## config.mk

```make
export PLATFORM = sky130hd
export DESIGN_NAME = business_day_counter_top
export DESIGN_NICKNAME = d
export VERILOG_FILES = /design/src/design/bdc_pkg.sv /design/src/design/business_day_counter_top.sv
export VERILOG_INCLUDE_DIRS = /design/src /design/src/design
export SDC_FILE = /design/constraint.sdc
export NUM_CORES = 2
export LEC_CHECK = 0
export CAP_MARGIN = 20
export CELL_PAD_IN_SITES_DETAIL_PLACEMENT = 1
export CELL_PAD_IN_SITES_GLOBAL_PLACEMENT = 1
export CORE_MARGIN = 1.5
export CORE_UTILIZATION = 50
export DETAILED_ROUTE_END_ITERATION = 16
export DONT_BUFFER_PORTS = 1
export HOLD_SLACK_MARGIN = 0.15
export PLACE_DENSITY = 0.84
export SYNTH_ARGS = -nofsm -noshare
export SYNTH_HDL_FRONTEND = slang
export SYNTH_SLANG_ARGS = --single-unit
```

## constraint.sdc

```tcl
create_clock -name clk -period 22.6 [get_ports clk]
set_input_delay 6.78 -clock clk [delete_from_list [all_inputs] [get_ports clk]]
set_output_delay 6.78 -clock clk [all_outputs]
set_load 0.005 [all_outputs]
```

## src/design/business_day_counter_top_assert.svh

```systemverilog
// Assertion macros for the business day counter
`ifndef BUSINESS_DAY_COUNTER_TOP_ASSERT_SVH
`define BUSINESS_DAY_COUNTER_TOP_ASSERT_SVH
// An error result always carries a zero count
`define BDC_ERR_ZERO(lbl, vld, err, cnt) \
	lbl: assert property (@(posedge clk) disable iff (!arst_n) \
		((vld) && (err)) |-> ((cnt) == '0)) else $error("error beat with nonzero count");
// A stalled output stage keeps its valid bit
`define BDC_HOLD(lbl, vld, stl) \
	lbl: assert property (@(posedge clk) disable iff (!arst_n) \
		((vld) && (stl)) |=> (vld)) else $error("stage lost a beat under stall");
`endif

```

## src/design/bdc_pkg.sv

```systemverilog
`default_nettype none
package bdc_pkg;
	typedef struct packed {
		logic [4:0]  start_day;
		logic [3:0]  start_month;
		logic [13:0] start_year;
		logic [4:0]  end_day;
		logic [3:0]  end_month;
		logic [13:0] end_year;
	} in_t;

	typedef struct packed {
		logic [15:0] business_days;
		logic        date_error;
	} out_t;

	localparam logic [8:0] YEAR_SHIFT = 9'd400;
	localparam logic [3:0] FRIDAY = 4'd5;

	// Reciprocals: divide by 100 with a shift of 19, by 7 with a shift of 26
	localparam logic [12:0] RECIP_100 = 13'd5243;
	localparam logic [23:0] RECIP_7 = 24'd9586981;

	// Days before each month, year starting in March
	function automatic logic [8:0] month_off(input logic [3:0] m);
		logic [8:0] r;
		case (m)
			4'd3: r = 9'd0;
			4'd4: r = 9'd31;
			4'd5: r = 9'd61;
			4'd6: r = 9'd92;
			4'd7: r = 9'd122;
			4'd8: r = 9'd153;
			4'd9: r = 9'd184;
			4'd10: r = 9'd214;
			4'd11: r = 9'd245;
			4'd12: r = 9'd275;
			4'd1: r = 9'd306;
			default: r = 9'd337;
		endcase
		return r;
	endfunction

	function automatic logic [4:0] month_len(input logic [3:0] m, input logic leap);
		logic [4:0] r;
		case (m)
			4'd2: r = leap ? 5'd29 : 5'd28;
			4'd4, 4'd6, 4'd9, 4'd11: r = 5'd30;
			default: r = 5'd31;
		endcase
		return r;
	endfunction
endpackage
`default_nettype wire

```

## src/design/business_day_counter_top.sv

```systemverilog
// Business day counter: counts dates in [start, end) that are not Friday or
// Saturday. Six-stage pipeline (year split, validity and century terms, day
// numbers, span and start weekday, weeks and leftover days, final count); one
// beat can enter every cycle while in_stall is low, and out_valid rises when
// the beat reaches the final count stage. A stalled result holds the whole
// pipeline, so in_stall follows out_stall while the last stage holds a beat,
// and every beat in flight waits in its stage during a stall. Invalid dates
// give date_error and zero.
`default_nettype none
`include "business_day_counter_top_assert.svh"
module business_day_counter_top (
	input  wire logic         clk,
	input  wire logic         arst_n,
	input  wire logic         in_valid,
	output logic              in_stall,
	input  wire bdc_pkg::in_t in_data,
	output logic              out_valid,
	input  wire logic         out_stall,
	output bdc_pkg::out_t     out_data
);
	logic v_s1, v_s2, v_s3, v_s4, v_s5, v_s6;
	logic adv;
	assign adv = !(v_s6 && out_stall);
	assign in_stall = !adv;

	// Stage 1: shifted years, quotients of the years by 100
	logic [14:0] sya_s1, eya_s1;
	logic [13:0] sy_s1, ey_s1;
	logic [7:0]  syq_s1, eyq_s1;
	logic [3:0]  sm_s1, em_s1;
	logic [4:0]  sd_s1, ed_s1;
	logic [14:0] sya, eya;
	logic [26:0] syq_full, eyq_full;
	always_comb begin
		sya = {1'b0, in_data.start_year} + 15'(bdc_pkg::YEAR_SHIFT)
			- 15'(in_data.start_month <= 4'd2);
		eya = {1'b0, in_data.end_year} + 15'(bdc_pkg::YEAR_SHIFT)
			- 15'(in_data.end_month <= 4'd2);
		// divide by 100 as a multiply by 5243 / 2^19, exact for these widths
		syq_full = 27'(in_data.start_year) * 27'(bdc_pkg::RECIP_100);
		eyq_full = 27'(in_data.end_year) * 27'(bdc_pkg::RECIP_100);
	end
	always_ff @(posedge clk or negedge arst_n) begin
		if (!arst_n) begin
			v_s1 <= 1'b0;
		end else if (adv) begin
			v_s1 <= in_valid;
		end
	end
	always_ff @(posedge clk) begin
		if (adv) begin
			sya_s1 <= sya; eya_s1 <= eya;
			sy_s1 <= in_data.start_year; ey_s1 <= in_data.end_year;
			syq_s1 <= syq_full[26:19]; eyq_s1 <= eyq_full[26:19];
			sm_s1 <= in_data.start_month; em_s1 <= in_data.end_month;
			sd_s1 <= in_data.start_day; ed_s1 <= in_data.end_day;
		end
	end

	// Stage 2: validity and leap-day corrections per date
	logic [14:0] sya_s2, eya_s2;
	logic [12:0] scor_s2, ecor_s2;
	logic [8:0]  soff_s2, eoff_s2;
	logic [4:0]  sd_s2, ed_s2;
	logic        err_s2;
	logic        sleap, eleap, sok, eok;
	logic [27:0] saq_full, eaq_full;
	logic [8:0]  saq, eaq;
	always_comb begin
		// a century year is leap only when its century count is a multiple of four
		sleap = (sy_s1 == {6'd0, syq_s1} * 14'd100) ? (syq_s1[1:0] == 2'd0)
			: (sy_s1[1:0] == 2'd0);
		eleap = (ey_s1 == {6'd0, eyq_s1} * 14'd100) ? (eyq_s1[1:0] == 2'd0)
			: (ey_s1[1:0] == 2'd0);
		sok = sm_s1 >= 4'd1 && sm_s1 <= 4'd12 && sd_s1 >= 5'd1 &&
			sd_s1 <= bdc_pkg::month_len(sm_s1, sleap);
		eok = em_s1 >= 4'd1 && em_s1 <= 4'd12 && ed_s1 >= 5'd1 &&
			ed_s1 <= bdc_pkg::month_len(em_s1, eleap);
		saq_full = 28'(sya_s1) * 28'(bdc_pkg::RECIP_100);
		eaq_full = 28'(eya_s1) * 28'(bdc_pkg::RECIP_100);
		saq = saq_full[27:19];
		eaq = eaq_full[27:19];
	end
	always_ff @(posedge clk or negedge arst_n) begin
		if (!arst_n) begin
			v_s2 <= 1'b0;
		end else if (adv) begin
			v_s2 <= v_s1;
		end
	end
	always_ff @(posedge clk) begin
		if (adv) begin
			sya_s2 <= sya_s1; eya_s2 <= eya_s1;
			scor_s2 <= sya_s1[14:2] - {4'd0, saq} + {6'd0, saq[8:2]};
			ecor_s2 <= eya_s1[14:2] - {4'd0, eaq} + {6'd0, eaq[8:2]};
			soff_s2 <= bdc_pkg::month_off(sm_s1); eoff_s2 <= bdc_pkg::month_off(em_s1);
			sd_s2 <= sd_s1; ed_s2 <= ed_s1;
			err_s2 <= !(sok && eok);
		end
	end

	// Stage 3: serial day numbers
	logic [22:0] sser_s3, eser_s3;
	logic        err_s3;
	always_ff @(posedge clk or negedge arst_n) begin
		if (!arst_n) begin
			v_s3 <= 1'b0;
		end else if (adv) begin
			v_s3 <= v_s2;
		end
	end
	always_ff @(posedge clk) begin
		if (adv) begin
			sser_s3 <= 23'(sya_s2) * 23'd365 + 23'(scor_s2) + 23'(soff_s2) + 23'(sd_s2);
			eser_s3 <= 23'(eya_s2) * 23'd365 + 23'(ecor_s2) + 23'(eoff_s2) + 23'(ed_s2);
			err_s3 <= err_s2;
		end
	end

	// Stage 4: span and start weekday (serial 0 mod 7 falls on a Tuesday)
	logic [22:0] n_s4;
	logic [2:0]  w_s4;
	logic        pos_s4, err_s4;
	logic [22:0] wx;
	logic [46:0] wq_full;
	logic [20:0] wq;
	always_comb begin
		// reduce mod 7 by a multiply with ceil(2^26 / 7), exact below 2^23
		wx = sser_s3 + 23'd2;
		wq_full = 47'(wx) * 47'(bdc_pkg::RECIP_7);
		wq = wq_full[46:26];
	end
	always_ff @(posedge clk or negedge arst_n) begin
		if (!arst_n) begin
			v_s4 <= 1'b0;
		end else if (adv) begin
			v_s4 <= v_s3;
		end
	end
	always_ff @(posedge clk) begin
		if (adv) begin
			n_s4 <= eser_s3 - sser_s3;
			pos_s4 <= sser_s3 < eser_s3;
			w_s4 <= 3'(wx - 23'(wq) * 23'd7);
			err_s4 <= err_s3;
		end
	end

	// Stage 5: split the span into whole weeks and leftover days
	logic [20:0] weeks_s5;
	logic [2:0]  rem_s5, w_s5;
	logic        pos_s5, err_s5;
	logic [46:0] nq_full;
	logic [20:0] nq;
	always_comb begin
		nq_full = 47'(n_s4) * 47'(bdc_pkg::RECIP_7);
		nq = nq_full[46:26];
	end
	always_ff @(posedge clk or negedge arst_n) begin
		if (!arst_n) begin
			v_s5 <= 1'b0;
		end else if (adv) begin
			v_s5 <= v_s4;
		end
	end
	always_ff @(posedge clk) begin
		if (adv) begin
			weeks_s5 <= nq;
			rem_s5 <= 3'(n_s4 - 23'(nq) * 23'd7);
			w_s5 <= w_s4;
			pos_s5 <= pos_s4;
			err_s5 <= err_s4;
		end
	end

	// Stage 6: whole weeks times five plus the leftover walk, saturate; zero on error or empty span
	logic [2:0]  extra;
	logic [3:0]  wd;
	logic [23:0] cnt;
	always_comb begin
		extra = '0;
		wd = '0;
		for (int i = 0; i < 6; i++) begin
			wd = {1'b0, w_s5} + 4'(i);
			if (wd >= 4'd7) wd = wd - 4'd7;
			if (3'(i) < rem_s5 && wd < bdc_pkg::FRIDAY) extra = extra + 3'd1;
		end
		cnt = 24'(weeks_s5) * 24'd5 + 24'(extra);
	end
	always_ff @(posedge clk or negedge arst_n) begin
		if (!arst_n) begin
			v_s6 <= 1'b0;
		end else if (adv) begin
			v_s6 <= v_s5;
		end
	end
	always_ff @(posedge clk) begin
		if (adv) begin
			out_data.date_error <= err_s5;
			if (err_s5 || !pos_s5) out_data.business_days <= '0;
			else if (cnt > 24'd65535) out_data.business_days <= 16'hFFFF;
			else out_data.business_days <= cnt[15:0];
		end
	end
	assign out_valid = v_s6;

	`BDC_ERR_ZERO(a_err_zero, out_valid, out_data.date_error, out_data.business_days)
	`BDC_HOLD(a_out_hold, out_valid, out_stall)
endmodule
`default_nettype wire
```

# Word level (Yosys, flattened, before mapping)
# Memory sizes are Yosys's and may differ from the RTL's. A register that Yosys moved wholly into a read port is not among the register bits.
# Index checks and enable logic that the tools add are counted.
[classes]
addsub = 35
mul = 13
n_lt_le_gt_ge = 30
n_eq_ne = 12
mux = 19
reduce_logical = 25
[ops]
columns = ["operator", "n"]
rows = [
  ["$mul 23x24->47 const B", 2],
  ["$mul 15x13->28 const B", 2],
  ["$mul 14x13->27 const B", 2],
  ["$add 23x13->23", 2],
  ["$add 23x5->23", 2],
  ["$add 23x9->23", 2],
  ["$mul 15x9->23 const B", 2],
  ["$mul 21x3->3 const B", 2],
  ["$add 14x9->15 const B", 2],
  ["$sub 15x1->15", 2],
  ["$eq 14x14->1", 2],
  ["$add 13x7->13", 2],
  ["$sub 13x9->13", 2],
  ["$add 24x3->24", 1],
  ["$gt 24x16->1 const B", 1],
  ["$lt 4x3->1 const B", 6],
  ["$mul 21x3->24 const B", 1],
  ["$mul 8x5->12 const B", 2],
  ["$mux 4", 6],
  ["$add 23x2->23 const B", 1],
  ["$lt 23x23->1", 1],
  ["$sub 23x23->23", 1],
  ["$ge 4x3->1 const B", 5],
  ["$sub 4x3->4 const B", 5],
  ["28 further kinds", 78],
]
[word_totals]
register_bits = 286
mem_bits_ro = 288
input_bits = 50
out_inout_bits = 19
wordCells = 173
memories = 2
[memory_table]
columns = ["memory", "depth", "width", "rd", "rd_ports_with_merged_regs", "write_ports", "line_no", "text"]
rows = [
  ["(name not given)", 16, 9, 1, 1, 0, "bdc_pkg.sv:27", "case (m)"],
  ["(name not given)", 16, 9, 1, 1, 0, "bdc_pkg.sv:27", ""],
]

# Logic depth before layout (Yosys ltp)
[depth]
depth_word = 18
mapped_depth = 37
mapped_depth_nobuf = 37

# Least setup slack after synthesis
# No wires, ideal clock.
[synth_path]
kind = "input -> output"
startpoint = "in out_stall"
endpoint = "out in_stall"
t_arrival_ns = 13.537
t_required_ns = 15.820
setup_slack_ns = 2.283
stages = 2
path_buffers = 0
cell_sequence = "nand2_1 inv_1"
[synth_via]
elab_chain_cells = 1
[synth_lines]
columns = ["element", "line_no", "text"]
rows = [
  ["from (decl)", "business_day_counter_top.sv:18", "input wire logic out_stall,"],
  ["$logic_and 1x1->1", "business_day_counter_top.sv:23", "assign adv = !(v_s6 && out_stall);"],
  ["to (decl)", "business_day_counter_top.sv:15", "output logic in_stall,"],
]
# No other way between the ends.

# Worst setup path after layout
# Same ends and word-level chain as after synthesis.

==> run metrics <==
drt drc 0; I/O Pins 69; Post-Synth XOR/XNOR Area 4.668%; R2R Setup Slk 12.97 ns; fmax 71.02 MHz; # resized after CTS 0; total die area 0.09588 mm²; Seq/Total Area, Yosys 19.35%; Arr. time, crit path 7.30 ns; Fin. Hold Viols 0; multi-input logic area 0.03368 mm²; router iterations before antenna repair 5; clk_lat worst skew 0.61 ns; Die H 309.6 µm; die width 309.6 µm; DP HPWL 94880 µm; post-synthesis mux area share 0.3912%; slowest cell delay on critical path 0.40 ns; Setup WS pre-CTS 8.488 ns; core area 0.09319 mm²; clock net sink count 304; clk slew on worst S/H paths 0.05 ns; CP Buf/Inv Count 1; Final period util 62.31%; CTS tree yes; slowest library cell on the worst path nand2_4; Antenna Cells 0; Seq cells post-synth 304; Pins Over Slew Limit 0; max cap viols 0; largest net degree at the start of global routing 189; number of port buffers 0; synthesized area per cell 10.83 µm²; DR vias 30590; HP Start w_s4[1]; WL final 112900 µm; ys flop type edfxtp_1; register area 0.009099 mm²; HP Class flip-flop to flip-flop; RSZ-0062 raised after global routing false; top-area cell type share of the netlist area 28.77%; worst hold stages 0; initial antenna violation count 4; FP Rows 112; Fillers 9987; Reg2Reg Depth 35; RR Startpoint sser_s3[3]; post-synthesis cell type count 79; vias in the first global route 36890; main combinational cell family by area after synthesis adder cells; drt wl/cell 19.92 µm; commonest non-fill, non-tap cell in the layout inv_1; cell family with most CP delay simple AND/OR/NAND/NOR gates; Post-CTS Repair Setup Buffers 0; area grow syn2layout 6.361%; data required time at the worst endpoint 15.82 ns; Hold EP w_s5[1]; post-synthesis cell area 0.04701 mm²; Fin Setup TNS 0 ns; RR Endpoint w_s4[2]; Post-synth EDFFs 298; Async S/R FF share, synth 1.974%; Root Buffer clkbuf_16; most frequent cells in the layout inv_1 (1119), ha_1 (1081), fa_1 (607), edfxtp_1 (298), xnor2_1 (182); nets 6118; top post-synthesis cells by area ha_1 (29%), fa_1 (26%), edfxtp_1 (19%); clock tree buffer depth 3; CP Cell Sequence nand2_4, inv_1; WHS 0.4201 ns; vias per cell 5.399; initial cell density of the core 50.45%; global-route wire length before repair 186300 µm; critical path class input pin to output port; setup violators final 0; compound-gate portion of the synthesized area 7.122%; # H-tree levels 2; layout cells sized above 1 2.629%; DRT antenna net count 0; drt first-iter violations 971; minimum clock period 14.08 ns; worst relative slew slack 22.63%; GR Util All Layers 24.56%; Worst Path Max Fanout 45; hold buffers post-CTS 0; Yosys top cell by area ha_1; Congestion Overflow GR 0; PnR worst setup slack 8.519 ns; Final Util 53.66%; Clock Skew 0.04118 ns; Post-Syn Instances 4343; status completed; adder-cell share of the synthesized area 54.62%; Least-Margin Pin Slew 1.131 ns; startpoint types input pin; Post-Synth Simple-Gate Area 4.825%; syn_nets 6081; Ys Warns 0; CP endpoint kind output port; CTS Buf Count 40; routability cong. 0.8811
[cell usage after synthesis, drive strengths merged, types with 17 or more instances]
master  number
nor2b       26
nand3       42
a21o        73
nand2       80
nor3        49
o21ai      102
inv       1119
a211oi      21
xnor2      182
nand2b      27
o21a        22
and3        17
fa         607
nor2       133
o21bai      20
edfxtp     298
ha        1081
nand4       28
a21oi      148
xor2        66
[per-stage QoR]
step | cell area (µm²) | instances
floorplan | 47010 | 4343
global placement | 48580 | 5591
detailed placement | 48580 | 5591
CTS | 49990 | 5665
global route | 50000 | 5666
finish | 50000 | 5666
[state kept, by name, summed over array words and instances (netlist names), 4 cells and up]
register,flops
n_s4,23
sd_s1,5
eya_s1,15
syq_s1,8
weeks_s5,21
eyq_s1,8
out_data,17
ed_s2,5
sya_s1,15
sya_s2,15
eoff_s2,9
soff_s2,9
eya_s2,15
sy_s1,14
sm_s1,4
ecor_s2,13
sser_s3,23
sd_s2,5
em_s1,4
eser_s3,23
scor_s2,13
ed_s1,5
ey_s1,14
[per-layer routing]
layer	up-vias	wire, µm	global-route usage [%]
li1	14310	-	-
met5	-	58	0
met2	429	62570	48.94
met4	8	4883	10.09
met1	15580	42450	25.59
met3	260	2924	2.965
[final cells by class]
type                            count  share of cell area, %
Sequential cell                   304                  18.20
Tap cell                         1254                  3.138
Inverter                         1119                  8.400
Multi-Input combinational cell   2911                  67.35
Clock buffer                       46                  2.089
Timing Repair Buffer                4                0.09258
Clock inverter                     28                 0.7306
[cell families (layout without fill, tap and decap cells)]
logic type | after synthesis | in the layout
AO/OA/AOI/OAI | 498 | 498
AND/OR/NAND/NOR | 460 | 460
multiplexers | 16 | 16
buffers and inverters | 1128 | 1197
XOR/XNOR | 249 | 249
adder cells (fa/ha/maj) | 1688 | 1688
flip-flops | 304 | 304
[how the worst max path moves through the flow]
stage               startpoint       end  slack (ns)  cells after the start
finish               out_stall  in_stall        8.52                      2
global route         out_stall  in_stall        8.44                      2
CTS                  out_stall  in_stall        8.49                      2
detailed placement   out_stall  in_stall        8.49                      2
global placement     out_stall  in_stall        8.50                      2
floorplan            out_stall  in_stall        2.28                      2
Power is not shown: default switching activity piles up to over one toggle a cycle in this logic, so the estimate is an artifact.
